<file path="src/rtl/core/swz_pkg.sv">
// Package for the swizzled texel address generator.
// Holds payload and register types, register indexes and the swizzle tables.
// No dependencies.
package swz_pkg;

  localparam int unsigned CoordBits  = 11;
  localparam int unsigned AddrBits   = 22;
  localparam int unsigned WidthBits  = 6;
  localparam int unsigned OffsetBits = 13;  // byte offset inside an 8 KB page
  localparam int unsigned PageShift  = 13;
  localparam int unsigned CfgIdxBits = 2;

  typedef enum logic [CfgIdxBits-1:0] {
    REG_BASE_ADDRESS = 2'd0,
    REG_BUFFER_WIDTH = 2'd1,
    REG_PIXEL_FORMAT = 2'd2
  } swz_reg_e;

  typedef enum logic {
    FMT_8BPP = 1'b0,
    FMT_4BPP = 1'b1
  } swz_fmt_e;

  typedef struct packed {
    logic [CoordBits-1:0] coord_x;
    logic [CoordBits-1:0] coord_y;
  } swz_in_t;

  typedef struct packed {
    logic [AddrBits-1:0] byte_address;
    logic                high_nibble;
  } swz_out_t;

  // In-page result from the offset logic
  typedef struct packed {
    logic [OffsetBits-1:0] offset;
    logic                  high_nibble;
  } swz_ofs_t;

  // Block swizzle, 8 bpp: [block row][block column]
  localparam logic [4:0] SWZ8_TBL [4][8] = '{
    '{5'd0,  5'd1,  5'd4,  5'd5,  5'd16, 5'd17, 5'd20, 5'd21},
    '{5'd2,  5'd3,  5'd6,  5'd7,  5'd18, 5'd19, 5'd22, 5'd23},
    '{5'd8,  5'd9,  5'd12, 5'd13, 5'd24, 5'd25, 5'd28, 5'd29},
    '{5'd10, 5'd11, 5'd14, 5'd15, 5'd26, 5'd27, 5'd30, 5'd31}
  };

  // Block swizzle, 4 bpp: [block row][block column]
  localparam logic [4:0] SWZ4_TBL [8][4] = '{
    '{5'd0,  5'd2,  5'd8,  5'd10},
    '{5'd1,  5'd3,  5'd9,  5'd11},
    '{5'd4,  5'd6,  5'd12, 5'd14},
    '{5'd5,  5'd7,  5'd13, 5'd15},
    '{5'd16, 5'd18, 5'd24, 5'd26},
    '{5'd17, 5'd19, 5'd25, 5'd27},
    '{5'd20, 5'd22, 5'd28, 5'd30},
    '{5'd21, 5'd23, 5'd29, 5'd31}
  };

  // Word within a column: [half swap][row parity][texel column]
  localparam logic [3:0] COLWORD_TBL [2][2][8] = '{
    '{'{4'd0, 4'd1, 4'd4, 4'd5, 4'd8, 4'd9, 4'd12, 4'd13},
      '{4'd2, 4'd3, 4'd6, 4'd7, 4'd10, 4'd11, 4'd14, 4'd15}},
    '{'{4'd8, 4'd9, 4'd12, 4'd13, 4'd0, 4'd1, 4'd4, 4'd5},
      '{4'd10, 4'd11, 4'd14, 4'd15, 4'd2, 4'd3, 4'd6, 4'd7}}
  };

endpackage

</file>
<file path="src/rtl/core/swz_offset.sv">
// Byte offset of a texel inside its 8 KB page, plus the nibble select.
// Pure combinational; uses swz_pkg tables.
module swz_offset import swz_pkg::*; (
  input  logic [CoordBits-1:0] coord_x_i,
  input  logic [CoordBits-1:0] coord_y_i,
  input  swz_fmt_e             fmt_i,
  output swz_ofs_t             ofs_o
);

  logic [1:0] col;
  logic [1:0] cy;
  logic       sub;
  logic [3:0] word;
  logic [4:0] blk;
  logic [1:0] byte_sel;

  assign col  = coord_y_i[3:2];
  assign cy   = coord_y_i[1:0];
  assign sub  = cy[1] ^ col[0];
  assign word = COLWORD_TBL[sub][cy[0]][coord_x_i[2:0]];

  always_comb begin
    case (fmt_i)
      FMT_8BPP: begin
        blk               = SWZ8_TBL[coord_y_i[5:4]][coord_x_i[6:4]];
        byte_sel          = {coord_x_i[3], cy[1]};
        ofs_o.high_nibble = 1'b0;
      end
      FMT_4BPP: begin
        // nibble index is {x[4:3], cy[1]}; the byte takes its upper two bits
        blk               = SWZ4_TBL[coord_y_i[6:4]][coord_x_i[6:5]];
        byte_sel          = coord_x_i[4:3];
        ofs_o.high_nibble = cy[1];
      end
      default: begin
        blk               = '0;
        byte_sel          = '0;
        ofs_o.high_nibble = 1'b0;
      end
    endcase
    ofs_o.offset = {blk, col, word, byte_sel};
  end

endmodule

</file>
<file path="src/rtl/core/swizzled_texel_address.sv">
// Top level of the swizzled texel address generator.
// Depends on swz_pkg and swz_offset.
//
// Usage: coordinates enter on the in channel (valid/ready, swz_in_t) and
// byte addresses leave on the out channel (valid/ready, swz_out_t), one
// result per item, in order. Registers are written on the cfg channel:
// index 0 base address, 1 buffer width (64-texel units), 2 pixel format;
// other indexes are dropped. cfg_ready_o is always high. Write registers
// only while no item is in flight.
//
// Two register stages: an input register and a result register, with the
// page/offset arithmetic (one 5x6 multiply, three adds) between them. Items
// pass from the input register to the result register, which drives
// out_valid_o, at one item per clock while the receiver is ready. On a stall
// each stage holds; ready falls only once both are full, so two can be held.
//
// Reset clears both stage valids and loads base 0, width 16, 8 bpp.
module swizzled_texel_address import swz_pkg::*; #(
  parameter int unsigned RAM_ADDR_BITS = 22
) (
  input  logic                  clk_i,
  input  logic                  rst_ni,
  input  logic                  in_valid_i,
  output logic                  in_ready_o,
  input  swz_in_t               in_data_i,
  output logic                  out_valid_o,
  input  logic                  out_ready_i,
  output swz_out_t              out_data_o,
  input  logic                  cfg_valid_i,
  output logic                  cfg_ready_o,
  input  logic [CfgIdxBits-1:0] cfg_index_i,
  input  logic [AddrBits-1:0]   cfg_data_i
);

  // Wrap mask: the narrower of the memory span and the output field
  localparam int unsigned MaskBits = (RAM_ADDR_BITS < AddrBits) ? RAM_ADDR_BITS : AddrBits;
  localparam logic [AddrBits-1:0] WrapMask = AddrBits'((64'd1 << MaskBits) - 64'd1);
  localparam int unsigned SumBits = AddrBits + 2;

  logic [AddrBits-1:0]  base_q;
  logic [WidthBits-1:0] width_q;
  swz_fmt_e             fmt_q;

  logic     s1_valid_q, s1_valid_d;
  swz_in_t  s1_data_q;
  logic     s2_valid_q, s2_valid_d;
  swz_out_t s2_data_q, s2_data_d;

  logic s1_ready;
  logic s2_ready;

  swz_ofs_t                ofs;
  logic [4:0]              page_row;
  logic [10:0]             row_prod;
  logic [10:0]             page;
  logic [SumBits-1:0]      addr_sum;

  // Configuration
  assign cfg_ready_o = 1'b1;

  always_ff @(posedge clk_i or negedge rst_ni) begin
    if (!rst_ni) begin
      base_q  <= '0;
      width_q <= WidthBits'(16);
      fmt_q   <= FMT_8BPP;
    end else if (cfg_valid_i) begin
      case (swz_reg_e'(cfg_index_i))
        REG_BASE_ADDRESS: base_q  <= cfg_data_i;
        REG_BUFFER_WIDTH: width_q <= cfg_data_i[WidthBits-1:0];
        REG_PIXEL_FORMAT: fmt_q   <= swz_fmt_e'(cfg_data_i[0]);
        default: ;
      endcase
    end
  end

  // Handshake: each stage takes a new item when empty or when it drains
  assign s2_ready   = !s2_valid_q || out_ready_i;
  assign s1_ready   = !s1_valid_q || s2_ready;
  assign in_ready_o = s1_ready;

  assign s1_valid_d = s1_ready ? in_valid_i : s1_valid_q;
  assign s2_valid_d = s2_ready ? s1_valid_q : s2_valid_q;

  always_ff @(posedge clk_i or negedge rst_ni) begin
    if (!rst_ni) begin
      s1_valid_q <= 1'b0;
      s2_valid_q <= 1'b0;
    end else begin
      s1_valid_q <= s1_valid_d;
      s2_valid_q <= s2_valid_d;
    end
  end

  always_ff @(posedge clk_i) begin
    if (in_valid_i && s1_ready) begin
      s1_data_q <= in_data_i;
    end
    if (s1_valid_q && s2_ready) begin
      s2_data_q <= s2_data_d;
    end
  end

  // Address arithmetic between the two stages
  swz_offset u_offset (
    .coord_x_i (s1_data_q.coord_x),
    .coord_y_i (s1_data_q.coord_y),
    .fmt_i     (fmt_q),
    .ofs_o     (ofs)
  );

  // Page row is y / page height; 4 bpp pages are twice as tall
  assign page_row = (fmt_q == FMT_4BPP) ? {1'b0, s1_data_q.coord_y[10:7]}
                                        : s1_data_q.coord_y[10:6];
  assign row_prod = {6'd0, page_row} * {5'd0, width_q};
  // (row * width * 64) / 128 truncates to (row * width) / 2
  assign page     = {7'd0, s1_data_q.coord_x[10:7]} + {1'b0, row_prod[10:1]};

  assign addr_sum = SumBits'(base_q) + (SumBits'(page) << PageShift)
                  + SumBits'(ofs.offset);

  assign s2_data_d.byte_address = addr_sum[AddrBits-1:0] & WrapMask;
  assign s2_data_d.high_nibble  = ofs.high_nibble;

  assign out_valid_o = s2_valid_q;
  assign out_data_o  = s2_data_q;

endmodule
</file>
<file path="config.mk">
export PLATFORM = sky130hd
export DESIGN_NAME = swizzled_texel_address
export DESIGN_NICKNAME = d
export VERILOG_FILES = /design/src/rtl/core/swz_pkg.sv /design/src/rtl/core/swz_offset.sv /design/src/rtl/core/swizzled_texel_address.sv
export SDC_FILE = /design/constraint.sdc
export NUM_CORES = 1
export LEC_CHECK = 0
export BUFFER_PORTS_ARGS = -buffer_cell sky130_fd_sc_hd__buf_2
export CAP_MARGIN = 0
export CORE_MARGIN = 2
export CORE_UTILIZATION = 45
export CTS_CLUSTER_SIZE = 40
export DETAILED_ROUTE_END_ITERATION = 7
export GPL_ROUTABILITY_DRIVEN = 0
export PLACE_DENSITY = 0.63
export SYNTH_ARGS = -nofsm -noshare
export SYNTH_HDL_FRONTEND = slang
export SYNTH_HIERARCHICAL = 1
export SYNTH_SLANG_ARGS = --single-unit
</file>
<file path="constraint.sdc">
create_clock -name clk_i -period 5.4 [get_ports clk_i]
set_input_delay 1.08 -clock clk_i [delete_from_list [all_inputs] [get_ports clk_i]]
set_output_delay 1.08 -clock clk_i [all_outputs]
set_load 0.05 [all_outputs]
</file>
# ---- Word level (Yosys, flattened, before mapping)
# Memory sizes are Yosys's and may differ from the RTL's.
# Index checks and enable logic that the tools add are counted.
dict set report totals {
  register_bits 76
  romBits 160
  input_bits 51
  out_inout_bits 26
  wordCells 66
  mem_count 1
}
# name depth word_bits read_ports rd_ports_with_merged_regs write_ports line
set mem_list {}
lappend mem_list {{(name not given)} 8 20 1 0 0 swz_offset.sv:31} ;# blk = SWZ4_TBL[coord_y_i[6:4]][coord_x_i[6:5]];
dict set report op_classes {
  n_addsub 3
  mul 1
  order_cmp 7
  n_eq_ne 2
  mux 24
  bitwise_logic 9
  reduce_logical 10
}
# operator n
set op_table {}
lappend op_table {{$mux 64} 3}
lappend op_table {{$mux 32} 3}
lappend op_table {{$bmux 40 s2} 1}
lappend op_table {{$mux 40} 2}
lappend op_table {{$mux 20} 2}
lappend op_table {{$mux 5} 5}
lappend op_table {{$add 22x13->22} 1}
lappend op_table {{$add 22x22->22} 1}
lappend op_table {{$bmux 5 s3} 1}
lappend op_table {{$bmux 4 s3} 1}
lappend op_table {{$ge 4x4->1 const B} 3}
lappend op_table {{$not 3->4} 3}
lappend op_table {{$bmux 5 s2} 1}
lappend op_table {{$mul 5x6->10} 1}
lappend op_table {{$pmux 5 s2} 1}
lappend op_table {{$add 4x9->9} 1}
lappend op_table {{$mux 4} 2}
lappend op_table {{$ge 3x3->1 const B} 2}
lappend op_table {{$not 2->3} 2}
lappend op_table {{$reduce_and 2->1} 3}
lappend op_table {{$ge 2x2->1 const B} 2}
lappend op_table {{$not 1->2} 2}
lappend op_table {{$pmux 2 s2} 1}
lappend op_table {{$eq 2x1->1 const B} 1}
lappend op_table {{8 further kinds} 11}

# ---- Longest topological paths before layout
dict set report depth {
  word_depth 12
  depth_mapped 20
  mapped_depth_nobuf 20
}

# ---- Hierarchy
# Netlist, hierarchy kept.
# mod instances cells_per_inst area_each_um2 seq_area_each_um2
set modules_own_cells {}
lappend modules_own_cells {swizzled_texel_address 1 420 4815.9 2128.3}
lappend modules_own_cells {swz_offset 1 15 185.2 0.0}

# ---- Least setup slack after synthesis
# Ideal clock, no wire load.
dict set report synth_path {
  path_type {register to register}
  startpoint {register fmt_q}
  endpoint {register s2_data_q (netlist bit out_data_o[20]) (data pin)}
  setup_ns 0.135
  t_arrival_ns 4.826
  required_ns 5.265
  slack_ns 0.438
  path_stages_with_launch 17
  n_path_buf 0
  period_less_slack_ns 4.962
  cell_sequence {dfrtp_1 > mux2_2 > nand2_1 > fa_1 > fa_1 > fa_1 > inv_1 > ha_1 > xor2_1 > ha_1 > xnor2_1 > ha_1 > or2_2 > a21boi_1 > a31oi_4 > or4b_2 > nand3_1}
}
dict set report synth_via {
  elab_chain_len 5
  word_cells_on_any_way 8
  cone_classes {add/sub: 3; mul: 1; mux: 3; bitwise: 1}
}
# item line
set synth_lines {}
lappend synth_lines {{start: declaration} swizzled_texel_address.sv:42} ;# swz_fmt_e fmt_q;
lappend synth_lines {{start signal: assignment} swizzled_texel_address.sv:70} ;# REG_PIXEL_FORMAT: fmt_q <= swz_fmt_e'(cfg_data_i[0]);
lappend synth_lines {{$mux 5} swizzled_texel_address.sv:112} ;# assign page_row = (fmt_q == FMT_4BPP) ? {1'b0, s1_data_q.coord_y[10:7]}
lappend synth_lines {{$mul 5x6->10} swizzled_texel_address.sv:114} ;# assign row_prod = {6'd0, page_row} * {5'd0, width_q};
lappend synth_lines {{$add 4x9->9} swizzled_texel_address.sv:116} ;# assign page = {7'd0, s1_data_q.coord_x[10:7]} + {1'b0, row_prod[10:1]};
lappend synth_lines {{$add 22x22->22} swizzled_texel_address.sv:118} ;# assign addr_sum = SumBits'(base_q) + (SumBits'(page) << PageShift)
lappend synth_lines {{$add 22x13->22 *} swizzled_texel_address.sv:119} ;# + SumBits'(ofs.offset);
lappend synth_lines {{net addr_sum[19]} swizzled_texel_address.sv:56} ;# logic [SumBits-1:0] addr_sum;
lappend synth_lines {{end signal: assignment} swizzled_texel_address.sv:99} ;# s2_data_q <= s2_data_d;
lappend synth_lines {{end: declaration} swizzled_texel_address.sv:47} ;# swz_out_t s2_data_q, s2_data_d;
# Mark *: on every way through the listed nets, which the timed path passes. The rest lies on a longest branch.
# A chain may end at the register's enable or synchronous reset.

# ---- Final worst setup path
dict set report layout_path {
  startpoint {register fmt_q}
  endpoint {register s2_data_q (netlist bit out_data_o[21]) (data pin)}
}
# The elaborated chain is that of the path after synthesis.

==> metrics <==
status=complete, no violations; port bufs=75; CP max-delay cell=fa_1; total number of vias=3405; # diodes=0; Total Routed Length=9.684 mm; Mapped Nets=542; worst clock skew=about 0.012 ns; sequential fraction of the synthesis area=a little over two fifths; largest cells by area after synthesis=edfxtp_1, dfrtp_1, ha_1; CP cell instances=mux2_4 > nand2_1 > fa_1 > fa_1 > fa_1 > inv_1 > ha_1 > xor2_1 > ha_1 > nor2b_1 > o21a_1 > xor2_1 > ha_1 > a21oi_1 > nor2_1 > a311oi_2 > nand3_1; grt ovf=0; Global Route met2 Usage=28.53%; number of detailed-route iterations in the first pass=4; number of flops mapped to enable cells by yosys=45; Worst path max stage delay=roughly 0.54 ns; maxcap violations=0; Antenna Violating Nets Remaining=0; P&R area growth vs syn=13.44%; Final Core Density=a little over half; worst slew pin tran=roughly 1.1 ns; fin cells=between 600 and 700; fraction of layout cells with a size suffix above 1=between 20 and 30%; CP startpoint kind=flip-flop; Crit path max-delay family=adder cells; DR WL/cell=between 10 and 15 um; CTS tree=done; Fin. Hold Viols=0; worst min path class=reg -> reg; top_reg_cell synth=edfxtp_1; pin count of the biggest net entering global routing=32; vias in the first global route=3422; nets=617; crit path DAT=approximately 5.3 ns; crit end category=flip-flop; final setup fails=0; Initial Util=between 40% and 50%; PwrDens=672.2 mW/mm2; Worst slew margin=about 29%; most frequent cell after synthesis=edfxtp_1; Inst Count DP=between 600 and 700; Final period util=between 90 and 100%; Ports=slightly below 80; share of the synthesized area in the top cell type=approximately 27%; GRT Total Usage=17.35%; Synth Cell Area=approximately 0.005 mm2; die width=around 110 um; Longest Clk Path Bufs=2; Period minus WS final=between 5 and 6 ns; crit path max fanout=8; Commonest cells post-synth=edfxtp_1, ha_1, mux2_2; detailed placement HPWL=around 7.5 mm; worst skew pair latency=0.37 ns; Core ar.=roughly 0.011 mm2; vias per cell=5.198; mean post-synth cell area=approximately 11 um2; Syn. warnings=6; type of the worst setup path=reg -> reg; clock-pin slew on the worst setup and hold paths=about 0.080 ns; Pleak=~0.0025 uW; GRT met1 Usage=between 20% and 30%; Syn Inst Count=about 440; Die H=~110 um; std cell rows=38; Synth Register Bits=76; CP Buf/Inv Count=1; GR peak layer=met2; first-pass GRT wire length=about 16 mm; initial antenna violation count=0; area of the die=about 0.012 mm2; CTS sink cnt=76; htree depth=3; area leader, netlist=edfxtp_1; fin. max-slew vios=0; DRC violations left=0; WP data required=~5.5 ns; worst-case vdd ir drop=about 0.49 mV; Fmax=between 150 and 200 MHz; root buffer cell=clkbuf_8; distinct cell type count after synthesis=between 50 and 60; TritonCTS Buffers=9; met3 Use GR=under 10%; Async SR Flop Fraction=40.79%; Post-CTS Setup Inserts=0; Starting DRT DRC Count=~150
==> power by group <==
group,switching [uW],internal [uW],total [uW]
clock,222,169,391
sequential,57.0,841,898
combinational,1460,1060,2520
==> logic make-up (layout without fill, tap and decap cells) <==
family          count (synthesis)  count (layout)  share of synthesized area [%]
fa+ha+maj                      56              56                          15.96
mux                            41              41                          9.707
flops                          76              76                          42.56
simple gates                  119             119                          12.41
compound gates                 74              74                          10.16
buf+inv                        40             120                          3.928
xor+xnor                       28              28                          5.204
other cells                     1               1                        0.07498
==> path summary, 6_finish.rpt <==
path / depth (start not counted) / startpoint / to / slack [ns]
max: 17 / fmt_q / out_data_o[21] / 0.24
max reg2reg: 17 / fmt_q / out_data_o[21] / 0.24
min: 1 / s1_valid_q / out_valid_o / 0.51
max in group asynchronous: 1 / rst_ni / fmt_q / 4.07
min in group asynchronous: 1 / rst_ni / base_q[11] / 0.78
min reg2reg: 1 / s1_valid_q / out_valid_o / 0.51
==> repair_timing <==
item	CTS	global route
resized for setup	0	8
setup endpoints to repair	0	3
hold buffers	0	0
==> per-stage QoR <==
step / area [um2] / total power (uW) / setup TNS, ns / hold WS, ns / setup slack (ns)
final: 5673 / 3813 / 0 / 0.5056 / 0.2377
after global routing: 5673 / 4197 / -0.03452 / 0.5408 / -0.03452
after CTS: 5645 / 3757 / 0 / 0.5087 / 0.1748
after detailed placement: 5477 / 3353 / 0 / 0.4874 / 0.1799
after global placement: 5477 / 3288 / 0 / 0.4580 / 0.3445
after floorplan: 5001 / 2948 / 0 / 0.4490 / 0.4382
==> sequential cells by signal (all words and copies together) (netlist names) <==
register / flops
base_q: 22
fmt_q: 1
out_data_o: 23
out_valid_o: 1
s1_data_q: 22
s1_valid_q: 1
width_q: 6
==> placed cells by master, fill, tap and decap left out, types with 4 or more instances in the layout <==
master	count
buf_2	75
edfxtp_1	45
ha_1	42
mux2_2	30
dfrtp_1	29
nor2_1	28
inv_1	27
nand2_1	23
a21oi_1	21
xnor2_1	17
and2_1	13
fa_1	13
nor2b_1	12
o21ai_0	12
nand2b_1	10
mux2_4	9
xor2_1	9
clkbuf_8	9
a211oi_1	7
nand3_1	6
a21o_1	5
nand4_1	5
nand3b_1	5
nor3_1	5
o21a_1	4
==> layer usage <==
layer	part of all wire [%]	up-vias
li1	-	1695
met3	4.1	17
met1	46	1608
met2	47	85
met5	0	-
met4	2.2	0
==> cell type report <==
cell class / instances / area [um2]
clock inverter: 5 / 37.54
tap: 140 / 175.2
multi-input combinational: 319 / 2708
inverter: 27 / 101.3
sequential: 76 / 2130
fill: 957 / 5167
clock buffer: 11 / 131.4
timing repair buffer: 77 / 390.4
No activity file was read; power rests on OpenSTA's default activity.
